File: src/empirical_cdf_sampler_unit_assert.svh
// Assertion macros shared by the sampler unit
`ifndef EMPIRICAL_CDF_SAMPLER_UNIT_ASSERT_SVH
`define EMPIRICAL_CDF_SAMPLER_UNIT_ASSERT_SVH

// implication in the same cycle
`define ECS_ASSERT_NOW(lbl, clk, rst_n, ante, cons, msg) \
    lbl: assert property (@(posedge clk) disable iff (!rst_n) (ante) |-> (cons)) \
        else $error(msg);

// implication in the next cycle
`define ECS_ASSERT_NEXT(lbl, clk, rst_n, ante, cons, msg) \
    lbl: assert property (@(posedge clk) disable iff (!rst_n) (ante) |=> (cons)) \
        else $error(msg);

`endif

File: src/ecs_pkg.sv
`timescale 1ns / 1ps
package ecs_pkg;

    localparam logic [1:0] CMD_CLEAR  = 2'd0;
    localparam logic [1:0] CMD_LOAD   = 2'd1;
    localparam logic [1:0] CMD_SAMPLE = 2'd2;
    localparam logic [1:0] CMD_MEAN   = 2'd3;

    localparam logic [1:0] ST_OK    = 2'd0;
    localparam logic [1:0] ST_FULL  = 2'd1;
    localparam logic [1:0] ST_EMPTY = 2'd2;

    localparam logic [23:0] ONE_Q16 = 24'd65536;
    localparam int          NUM_W   = 56;
    localparam int          PROD_W  = 57;

    typedef struct packed {
        logic        done;
        logic [31:0] quot;
        logic        rem_nz;
    } t_div_res;

endpackage

File: src/ecs_divider.sv
`timescale 1ns / 1ps
module ecs_divider import ecs_pkg::*; (
    input  logic             i_clk,
    input  logic             i_rst_n,
    input  logic             i_start,
    input  logic [NUM_W-1:0] i_num,
    input  logic [23:0]      i_den,
    output t_div_res         o_res
);

    logic             r_busy;
    logic [5:0]       r_cnt;
    logic [23:0]      r_rem;
    logic [NUM_W-1:0] r_q;
    logic [23:0]      r_den;
    logic             r_done;

    logic [24:0] w_sh;
    logic [24:0] w_diff;
    logic        w_ge;

    assign w_sh   = {r_rem, r_q[NUM_W-1]};
    assign w_diff = w_sh - {1'b0, r_den};
    assign w_ge   = (w_sh >= {1'b0, r_den});

    always_ff @(posedge i_clk) begin
        if (!i_rst_n) begin
            r_busy <= 1'b0;
            r_done <= 1'b0;
            r_cnt  <= '0;
        end else begin
            r_done <= 1'b0;
            if (i_start) begin
                r_busy <= 1'b1;
                r_cnt  <= '0;
                r_rem  <= '0;
                r_q    <= i_num;
                r_den  <= i_den;
            end else if (r_busy) begin
                r_rem <= w_ge ? w_diff[23:0] : w_sh[23:0];
                r_q   <= {r_q[NUM_W-2:0], w_ge};
                r_cnt <= r_cnt + 6'd1;
                if (r_cnt == 6'(NUM_W - 1)) begin
                    r_busy <= 1'b0;
                    r_done <= 1'b1;
                end
            end
        end
    end

    assign o_res.done   = r_done;
    assign o_res.quot   = r_q[31:0];
    assign o_res.rem_nz = |r_rem;

endmodule

File: config.mk
export PLATFORM = sky130hd
export DESIGN_NAME = ecs_divider
export DESIGN_NICKNAME = d
export VERILOG_FILES = /design/src/empirical_cdf_sampler_unit_assert.svh /design/src/ecs_pkg.sv /design/src/ecs_divider.sv
export SDC_FILE = /design/constraint.sdc
export NUM_CORES = 1
export LEC_CHECK = 0
export BUFFER_PORTS_ARGS = -buffer_cell sky130_fd_sc_hd__buf_4
export CORE_UTILIZATION = 43
export CTS_BUF_LIST = sky130_fd_sc_hd__clkbuf_8
export DETAILED_ROUTE_END_ITERATION = 7
export SYNTH_ARGS = -nofsm -noshare
export SYNTH_HDL_FRONTEND = slang
export SYNTH_SLANG_ARGS = --single-unit
export TNS_END_PERCENT = 100
File: constraint.sdc
create_clock -name i_clk -period 5.85 [get_ports i_clk]
set_clock_uncertainty 0.15 [all_clocks]
set_input_delay 1.17 -clock i_clk [delete_from_list [all_inputs] [get_ports i_clk]]
set_output_delay 1.17 -clock i_clk [all_outputs]
set_load 0.05 [all_outputs]
Word-level counts from Yosys, hierarchy flattened
Index checks and enable logic that the tools add are counted.
Word-level totals
  latch bits: 0
  output and inout port bits: 34
  memories kept: 0
  bits of input ports: 83
  bits in registers: 112
  bits in writable memories: 0
  logic and storage cells: 26
  bits in read-only memories: 0
Operators by class
  multiplexer cells: 8
  reduce and logical (&&, ||, !) cells: 6
  shifts and indexed selects: 0
  equality and inequality tests: 1
  $add $sub $neg: 2
  divide/modulo/power cells: 0
  multiply operators: 0
  magnitude comparators: 1
  bitwise gates (word level): 2
Operators with widths (count)
  $mux W56: 2
  $mux W24: 2
  $ge A25 B24 Y1: 1
  $reduce_or A24 Y1: 1
  $sub A24 B24 Y24: 1
  $add A6 B1 Y6 const B: 1
  $eq A6 B6 Y1 const B: 1
  $mux W1: 4
  $reduce_and A2 Y1: 2
  $reduce_or A3 Y1: 1
  $not A1 Y1: 2
  $reduce_bool A2 Y1: 1
  $reduce_or A2 Y1: 1

Longest topological paths before layout
Gate-level depths: netlist (run 1).
  depth after elaboration: 4
  mapped depth: 13
  gate-level depth less buffers: 11

Worst setup path before layout (run 1)
OpenSTA, ideal clock, no wires.
  path type: input port to flip-flop
  start: input i_start
  end: register r_q[0], enable pin
  data arrival time: 3.559 ns
  path slack: 1.696 ns
  stages: 3
  data required time: 5.255 ns
  setup time: 0.445 ns
  buffers on the path: 2
  path through: clkbuf_1 > clkbuf_1 > o21a_1
Between the ends
  longest elaborated chain between the ends: 2
RTL lines
  from (decl): RTL line ecs_divider.sv:5  | input logic i_start,
  $reduce_bool A2 Y1 (no source line)
  $reduce_and A2 Y1 (no source line)
  to (signal assigned): RTL line ecs_divider.sv:37  | r_q <= i_num;
  to (signal assigned): RTL line ecs_divider.sv:41  | r_q <= {r_q[NUM_W-2:0], w_ge};
  to (decl): RTL line ecs_divider.sv:14  | logic [NUM_W-1:0] r_q;
Every way passes these cells.
A chain may end at the register's enable or synchronous reset.

Final worst setup path (run 1)
  start: register r_rem[0]
  end: register r_rem[10] (data pin)
Between the ends
  longest elaborated chain between the ends: 3
  elaborated cells between the ends (all ways): 4
  classes of those cells: 1 x add/sub; 1 x order compare; 2 x mux
RTL lines
  from (decl): RTL line ecs_divider.sv:13  | logic [23:0] r_rem;
  from (signal assigned): RTL line ecs_divider.sv:40  | r_rem <= w_ge ? w_diff[23:0] : w_sh[23:0];
  $sub A24 B24 Y24 or $ge A25 B24 Y1 (tied branches): RTL line ecs_divider.sv:23, ecs_divider.sv:24
  $mux W24 *: RTL line ecs_divider.sv:40
  $mux W24 *: RTL line ecs_divider.sv:39  | end else if (r_busy) begin
Mark *: on every way between the ends. The rest lies on a longest branch, timed or not. The select of a mux whose other input is x is not followed.

==> reports/metrics.cfg, run 1 <==
[outcome]
status=complete, no violations

[grt]
grt_pass1_vias=4280
grt_first_pass_wirelength_um=21100
grt_usage=0.1873
grt_max_degree=82
grt_overflow=0
antenna_found_initial=0

[critical_path]
crit_chain=ha_1 -> nor2b_1 -> o31a_1 -> o31ai_1 -> a211oi_2 -> o21ai_2 -> nand2_1 -> o2111ai_1 -> o311ai_0
endpoint_kind=flip-flop
path_class=reg -> reg
slowest_stage=nand2_1
crit_buf_inv=0
cp_top_family=compound AO/OA/AOI/OAI gates
crit_path_max_fanout=20
max_stage_delay_ns=0.52
critPathLaunchType=flip-flop
required_ns=5.82
critPathArrivalTime_ns=3.38

[finish]
drive_above_1_share=0.3328
fillers=1251
areaGrowthSynthToFinish_pct=16.47
multi_input_area_um2=2357
seqCellArea_um2=3283
diodes=0
final_nets=699

[route]
vias=4167
drc_errors=0
drtAntennaViolNets=0
drt_pre_antenna_iters=4
drt_iter0_markers=261
routed_wl_um=12930
post_drt_via_cell_ratio=5.377
drt-wirelength-per-cell_um=16.68

[sta]
period_needed_ns=3.411
finalCritPeriodShare=0.5831
relSlewSlack=0.2296
rsz0062_at_grt=no
worst_pin_slew_ns=1.156
setup_slack_ns=2.439
drv_slew=0
setup_viol=0
fmax_ghz=0.2932
finalHoldViolCount=0
finalSetupTns_ns=0
whs_ns=0.3677

[floorplan]
die_x_um=121.0
die_area_um2=14650
die_h_um=121.0
start_util=0.4407
core_area_um2=13830
num_io_pins=117
rows=43

[clock_tree]
ctsHoldBuffers=0
cts_sinks=112
htree_levels=3
worst_skew_pair.late_latency_ns=0.39
cts_setup_buffers=0
numCtsBuffers=9
cts_tree=done
clk_path_buf_depth=2
cts_resized=0
clk_pin_slew_worst_paths_ns=0.11
root_buffer=clkbuf_8

[synth]
synthesis.nets=623
ys_seq_area_frac=0.5388
synth_edf_count=104
ys_ff_latch=112
synth_top_area_share=0.5125
async_reset_ff_frac=0
synth_top_area_cell=edfxtp_1
yosysMostFrequentCell=edfxtp_1
syn_avg_cell_area_um2=11.85
syn-instance-count=514
synth.distinct_cells=55
ys.flop_type=edfxtp_1
syn_area_um2=6093
synth_warnings=0
synthTopCellsByCount=104 x edfxtp_1, 55 x mux2_2, 38 x nand2_1
synth_area_leaders=edfxtp_1 51%, mux2_2 10%, ha_1 5.1%

[power]
pwr-share-clk=0.267
pwr-share-seq=0.487
powerDensity_nw_per_um2=286.0
leakagePower_nw=2.805
switching_share=0.3031
internal-power_w=0.001415
p_comb_frac=0.246
ir_drop_v=0.0002208
netSwitchingPower_w=0.0006152
power.total_w=0.002030

[place]
place_ws_ns=2.450
gp_congestion=0.8474
dpl.hpwl_um=9024
port-buffer-count=116

[hold_path]
hold_class=reg -> reg

[run]
drv_cap=0

==> placed cells by master, fill, tap and decap left out, types with 3 or more instances in the layout <==
| master | Yosys | routed |
|---|---|---|
| o31a_1 | 6 | 6 |
| o31ai_1 | 4 | 4 |
| o21ai_0 | 12 | 12 |
| nor4_1 | 6 | 6 |
| dfxtp_1 | 8 | 8 |
| xor2_1 | 5 | 5 |
| clkbuf_8 | 0 | 9 |
| a21oi_1 | 32 | 32 |
| a21o_1 | 8 | 8 |
| buf_4 | 33 | 117 |
| edfxtp_1 | 104 | 104 |
| nor3_1 | 8 | 8 |
| nand3_1 | 17 | 17 |
| nor2_1 | 29 | 29 |
| inv_1 | 31 | 31 |
| xnor2_1 | 11 | 11 |
| and3_1 | 3 | 3 |
| nor2b_1 | 3 | 3 |
| nand4_1 | 9 | 9 |
| o41ai_1 | 3 | 3 |
| mux2_2 | 55 | 55 |
| ha_1 | 25 | 25 |
| nand2_1 | 38 | 38 |
| o21a_1 | 8 | 7 |
==> cell type report <==
| class | count | area share |
|---|---|---|
| Clock buffer | 9 | 0.01745 |
| Tap cell | 180 | 0.03173 |
| Timing Repair Buffer | 117 | 0.1238 |
| Sequential cell | 112 | 0.4626 |
| Clock inverter | 7 | 0.01587 |
| Multi-Input combinational cell | 319 | 0.3322 |
| Inverter | 31 | 0.01640 |
==> cells by family (layout without fill, tap and decap cells) <==
kind of cell             Yosys count  in the layout  share of synthesized area
AO/OA/AOI/OAI                     95             95                     0.1045
XOR/XNOR                          16             16                    0.02300
adder cells (fa/ha/maj)           26             26                    0.05462
buffers and inverters             83            164                    0.07556
flip-flops                       112            112                     0.5388
multiplexers                      56             56                     0.1033
AND/OR/NAND/NOR                  126            126                     0.1002
==> metal layers <==
layer,global-route usage,share of wire,up-vias
met5,0,0,-
li1,-,-,2016
met1,0.2369,0.45,2022
met2,0.3014,0.47,117
met4,0.04938,0.012,0
met3,0.06861,0.069,12
==> registers in the layout, summed over array words and instances, names as in the netlist <==
| signal | flops |
|---|---|
| r_den | 24 |
| r_rem | 24 |
| r_busy | 1 |
| r_cnt | 6 |
| r_q | 56 |
| r_done | 1 |
==> worst min-delay path, cell delays in order, from the launching register on <==
cell,delay [ns]
dfxtp_1,0.34
o21ai_0,0.07
a21oi_1,0.07
==> through the flow <==
step	util	area, um2	instances
global placement	0.4962	6860	759
detailed placement	0.4962	6860	759
floorplan	-	6093	514
global route	0.5133	7097	775
CTS	0.5133	7097	775
finish	0.5133	7097	775
==> power groups by stage <==
| stage | Clock (W) | Combinational (W) | Sequential [W] |
|---|---|---|---|
| finish | 0.000542 | 0.000499 | 0.000989 |
| global route | 0.000581 | 0.000550 | 0.000997 |
| CTS | 0.000559 | 0.000500 | 0.000989 |
| detailed placement | 0 | 0.000497 | 0.00101 |
| global placement | 0 | 0.000490 | 0.00101 |
| floorplan | 0 | 0.000392 | 0.000993 |
==> worst paths after layout <==
path                            slack (ns)  startpoint        end  depth (start not counted)
worst max-delay path                  2.44    r_rem[0]  r_rem[10]                          9
worst min-delay path                  0.37    r_cnt[5]   r_cnt[5]                          2
worst max register to register        2.44    r_rem[0]  r_rem[10]                          9
worst min register to register        0.37    r_cnt[5]   r_cnt[5]                          2
Note: power is estimated with default switching activity, not from simulation.
==> run 2: changes to the inputs <==
Clock period 5.85 ns to 3.3 ns, I/O delays scaled along.
==> reports/metrics.cfg, run 2 (same netlist as run 1, synthesis figures left out) <==
[finish]
multi_input_area_um2=2357  ; unchanged
fillers=1245  ; -0.48%
regMostFlops=r_q
final_nets=708  ; +1.3%
diodes=0  ; unchanged
largest_reg_flops=56  ; unchanged
areaGrowthSynthToFinish_pct=17.08
seqCellArea_um2=3283  ; unchanged
final_cell_mix=123 x buf_4, 104 x edfxtp_1, 55 x mux2_2
utilization=0.5160  ; +0.002714
final_common_cell=buf_4
reg_top3=r_q (56), r_den (24), r_rem (24)
drive_above_1_share=0.3394  ; +0.006631

[run]
drv_cap=0  ; unchanged

[floorplan]
die_h_um=121.0  ; unchanged
num_io_pins=117  ; unchanged
start_util=0.4407  ; unchanged
core_area_um2=13830  ; unchanged
rows=43  ; unchanged
die_x_um=121.0  ; unchanged
die_area_um2=14650  ; unchanged

[critical_path]
r2r-start=r_rem[7]
reg2reg_slack_ns=0.28  ; -2.16 ns
critPathLaunch=r_rem[7]
critPathLaunchType=flip-flop
path_class=reg -> reg
crit_path_max_fanout=25  ; +25%
critPathArrivalTime_ns=3.02  ; -0.36 ns
endpoint_kind=flip-flop
required_ns=3.30  ; -2.52 ns
rr_worst_depth=8  ; -1
r2r_end=r_rem[1]

[clock_tree]
root_buffer=clkbuf_8
numCtsBuffers=9  ; unchanged
worst_skew_pair.late_latency_ns=0.38  ; about the same
cts_resized=0  ; unchanged
clk_path_buf_depth=2  ; unchanged
htree_levels=3  ; unchanged
cts_tree=done
clk_pin_slew_worst_paths_ns=0.10  ; about the same
cts_setup_buffers=0  ; unchanged
ctsHoldBuffers=0  ; unchanged
cts_sinks=112  ; unchanged

[power]
ir_drop_v=0.0003373  ; +53%
pwr-share-seq=0.510  ; +0.023
p_comb_frac=0.268  ; +0.022
leakagePower_nw=2.846  ; +1.4%
netSwitchingPower_w=0.001062  ; +73%
pwr-share-clk=0.221  ; -0.046
internal-power_w=0.002366  ; +67%
switching_share=0.3099  ; +0.006850
powerDensity_nw_per_um2=480.5  ; +68%

[sta]
setup_viol=0  ; unchanged
rsz0062_at_grt=no
finalSetupTns_ns=0  ; unchanged
fmax_ghz=0.3314  ; +13%
period_needed_ns=3.017  ; -0.3937 ns
finalHoldViolCount=0  ; unchanged
worst_pin_slew_ns=0.5739  ; -0.5817 ns
relSlewSlack=0.6174  ; +0.3878
drv_slew=0  ; unchanged
setup_slack_ns=0.2826  ; -2.156 ns
finalCritPeriodShare=0.9144  ; +0.3313

[grt]
grt_first_pass_wirelength_um=20440  ; -3.1%
grt_overflow=0  ; unchanged
grt_usage=0.1826  ; -0.004742
antenna_found_initial=0  ; unchanged
grt_max_degree=66  ; -20%
grt_pass1_vias=4128  ; -3.6%

[route]
drt-wirelength-per-cell_um=16.51  ; -1.0%
highest_layer=met4
wl_met3_um=1019  ; +13%
post_drt_via_cell_ratio=5.330  ; -0.86%
drtAntennaViolNets=0  ; unchanged
met1_length_um=5572  ; -3.3%
drt_iter0_markers=243  ; -6.9%
vias=4179  ; +0.29%
wl_met2_um=6120  ; +0.25%
routed_wl_um=12940  ; +0.12%
drt_pre_antenna_iters=4  ; unchanged
drc_errors=0  ; unchanged

[outcome]
status=complete, no violations

[place]
gp_congestion=0.9038  ; +6.7%
place_ws_ns=0.2894  ; -2.160 ns
port-buffer-count=116  ; unchanged
dpl.hpwl_um=9378  ; +3.9%

[hold_path]
hold_class=in -> reg
holdPathStages=1  ; -1
min_to=r_den[18]
min_from=i_den[18]

run 2: cell type report:
class,count,area share
clock buffers,9,0.01736
clock inverters,7,0.006314
inverters,31,0.01631
multi-input cells,319,0.3304
flip-flops and latches,112,0.4602
well taps,180,0.03157
repair buffers,126,0.1378
run 2: power by group through the flow:
stage | clock [W] | sequential (W) | combinational (W)
final | 0.000759 | 0.00175 | 0.000920
after global routing | 0.000844 | 0.00176 | 0.00100
after global placement | 0 | 0.00178 | 0.000907
after detailed placement | 0 | 0.00178 | 0.000917
after CTS | 0.000795 | 0.00175 | 0.000921
after floorplan | 0 | 0.00176 | 0.000696
run 2: per-stage QoR:
step	instance area, um2	hold WS (ns)	std cells	power (W)
finish	7134	0.2976	784	0.003428
detailed placement	6965	0.3455	768	0.002697
floorplan	6095	0.3037	514	0.002454
global placement	6965	0.3224	768	0.002686
CTS	7134	0.2711	784	0.003466
global route	7134	0.2582	784	0.003610
run 2: metal layers:
metal  track usage  up-vias
met5             0        -
met4       0.05787        0
met3       0.06814       20
met2        0.2954      124
met1        0.2250     2003
li1              -     2032
run 2: worst max-delay path: stages, from the launching register on:
cell      delay (ns)
edfxtp_1        0.43
ha_1            0.40
a211o_1         0.36
o41ai_2         0.36
a211oi_2        0.16
o21ai_2         0.29
and2_4          0.39
o21ai_1         0.09
and2_1          0.16
run 2: worst max path at each step:
stage / to / slack (ns)
after CTS: r_rem[1] / 0.27
after global placement: r_rem[1] / 0.36
final: r_rem[1] / 0.28
after floorplan: r_q[0] / 0.47
after global routing: r_rem[9] / 0.09
after detailed placement: r_rem[1] / 0.29
==> run 3: changes to the inputs <==
Settings changed: ABC_AREA from default to 1.
==> reports/metrics.cfg, run 3 <==
[outcome]
status=complete, no violations

[grt]
antenna_found_initial=0  ; unchanged
grt_max_degree=57  ; -14%
grt_pass1_vias=5267  ; +28%
grt_first_pass_wirelength_um=25830  ; +26%
grt_usage=0.2012  ; +0.01867
grt_overflow=0  ; unchanged

[finish]
largest_reg_flops=56  ; unchanged
final_common_cell=nand2_1
diodes=0  ; unchanged
drive_above_1_share=0.1840  ; -0.1554
seqCellArea_um2=3283  ; unchanged
reg_top3=r_q (56), r_den (24), r_rem (24)
multi_input_area_um2=2813  ; +19%
fin_area_um2=7948  ; +11%
stdcell_count=1167  ; +49%
final_cell_mix=369 x nand2_1, 122 x buf_4, 120 x inv_1
areaGrowthSynthToFinish_pct=14.33
final_nets=1055  ; +49%
regMostFlops=r_q
fillers=1560  ; +25%

[synth]
synth.distinct_cells=37  ; -33%
syn_avg_cell_area_um2=8.009  ; -32%
ys_seq_area_frac=0.4723  ; -0.06653
async_reset_ff_frac=0  ; unchanged
synthTopCellsByCount=369 x nand2_1, 116 x inv_1, 104 x edfxtp_1
syn-instance-count=868  ; +69%
synth_edf_count=104  ; unchanged
synth_area_leaders=edfxtp_1 45%, nand2_1 20%, inv_1 6.3%
ys_ff_latch=112  ; unchanged
synth_top_area_cell=edfxtp_1
yosysMostFrequentCell=nand2_1
syn_area_um2=6952  ; +14%
ys.flop_type=edfxtp_1
synth_warnings=0  ; unchanged
synth_top_area_share=0.4492  ; -0.06328
synthesis.nets=977  ; +57%

[route]
drt_pre_antenna_iters=5  ; +1
drc_errors=0  ; unchanged
drt_iter0_markers=222  ; -8.6%
vias=5492  ; +31%
drt-wirelength-per-cell_um=13.57  ; -18%
drtAntennaViolNets=0  ; unchanged
post_drt_via_cell_ratio=4.706  ; -12%
routed_wl_um=15840  ; +22%

[floorplan]
start_util=0.4392  ; -0.001475
num_io_pins=117  ; unchanged
rows=46  ; +7.0%
die_x_um=129.2  ; +6.7%
die_area_um2=16680  ; +14%
die_h_um=129.2  ; +6.7%
core_area_um2=15830  ; +14%

[place]
gp_congestion=0.9096  ; +0.64%
dpl.hpwl_um=11380  ; +21%
place_ws_ns=0.6929  ; +0.4035 ns
placedCellCount=1151  ; +50%
place_area_um2=7780  ; +12%
port-buffer-count=116  ; unchanged

[critical_path]
slowest_stage=nor4_1
critPathLaunchType=flip-flop
path_class=reg -> out
endpoint_kind=output port
cp_top_family=simple AND/OR/NAND/NOR gates
crit_path_max_fanout=3  ; -88%
critPathArrivalTime_ns=2.01  ; -1.01 ns
required_ns=2.49  ; -0.81 ns
max_stage_delay_ns=0.47  ; +0.04 ns
crit_chain=nor4_1 -> nand2_1 -> nor3_1 -> nand4_1 -> buf_4
crit_buf_inv=1  ; +1

[sta]
period_needed_ns=2.824  ; -0.1934 ns
finalCritPeriodShare=0.8558  ; -0.05861
drv_slew=0  ; unchanged
relSlewSlack=0.5399  ; -0.07752
worst_pin_slew_ns=0.6885  ; +0.1146 ns
setup_slack_ns=0.4760  ; +0.1934 ns
finalSetupTns_ns=0  ; unchanged
fmax_ghz=0.3541  ; +6.8%
finalHoldViolCount=0  ; unchanged
setup_viol=0  ; unchanged
rsz0062_at_grt=no

[clock_tree]
cts_setup_buffers=0  ; unchanged
cts_tree=done
clk_pin_slew_worst_paths_ns=0.12  ; +0.02 ns
numCtsBuffers=9  ; unchanged
cts_resized=0  ; unchanged
worst_skew_pair.late_latency_ns=0.40  ; +0.02 ns
ctsHoldBuffers=0  ; unchanged
root_buffer=clkbuf_8
cts_sinks=112  ; unchanged
clk_path_buf_depth=2  ; unchanged
htree_levels=3  ; unchanged

[run]
drv_cap=0  ; unchanged

[power]
ir_drop_v=0.0002442  ; -28%
leakagePower_nw=3.990  ; +40%
powerDensity_nw_per_um2=439.7  ; -8.5%

[hold_path]
hold_class=in -> reg

[run 3: cell types whose count changed after synthesis, sizes merged, moves of 18 or more]
cell   delta
nand3    +34
nand2   +338
mux2     -55
inv      +95
a21oi    -18
nand4    +23
[run 3: kinds of logic (layout without fill, tap and decap cells)]
kind of cell    after synthesis  after routing  share of synthesized area
simple gates                521            521                     0.3305
xor+xnor                      9              9                    0.01134
buf+inv                     183            266                     0.1247
flops                       112            112                     0.4723
fa+ha+maj                    26             26                    0.04788
compound gates               17             17                    0.01332
[run 3: final timing paths]
| path | start | endpoint | slack (ns) | cells past startpoint |
|---|---|---|---|---|
| hold reg to reg | r_cnt[1] | r_cnt[1] | 0.35 | 2 |
| setup / recovery | r_rem[11] | o_res[0] | 0.48 | 5 |
| setup reg to reg | r_rem[21] | r_q[0] | 0.70 | 9 |
| hold / removal | i_den[2] | r_den[2] | 0.28 | 1 |
[run 3: power by group]
part | internal, W | switching [W] | leakage, nW
registers | 0.00169 | 0.0000578 | 1.06
clock network | 0.000277 | 0.000502 | 0.101
logic | 0.000341 | 0.000631 | 2.82
[run 3: cell type report]
| type | count | share of cell area |
|---|---|---|
| clock buffers | 9 | 0.01559 |
| clock inverters | 7 | 0.005510 |
| inverters | 127 | 0.06014 |
| multi-input cells | 573 | 0.3539 |
| flip-flops and latches | 112 | 0.4131 |
| well taps | 216 | 0.03401 |
| repair buffers | 123 | 0.1178 |
[run 3: routing by layer]
metal	vias to the layer above	GRT usage	part of all wire
met5	-	0	0
met4	0	0.05052	0.012
met3	14	0.05698	0.061
met2	120	0.3352	0.47
met1	2480	0.2572	0.45
li1	2878	-	-
[run 3: stage by stage]
stage | hold WS (ns) | total power (W) | utilization
floorplan | 0.3078 | 0.002512 | -
global placement | 0.3256 | 0.002749 | 0.4915
detailed placement | 0.3314 | 0.002750 | 0.4915
CTS | 0.2557 | 0.003532 | 0.5021
global route | 0.2467 | 0.003714 | 0.5021
finish | 0.2755 | 0.003495 | 0.5021
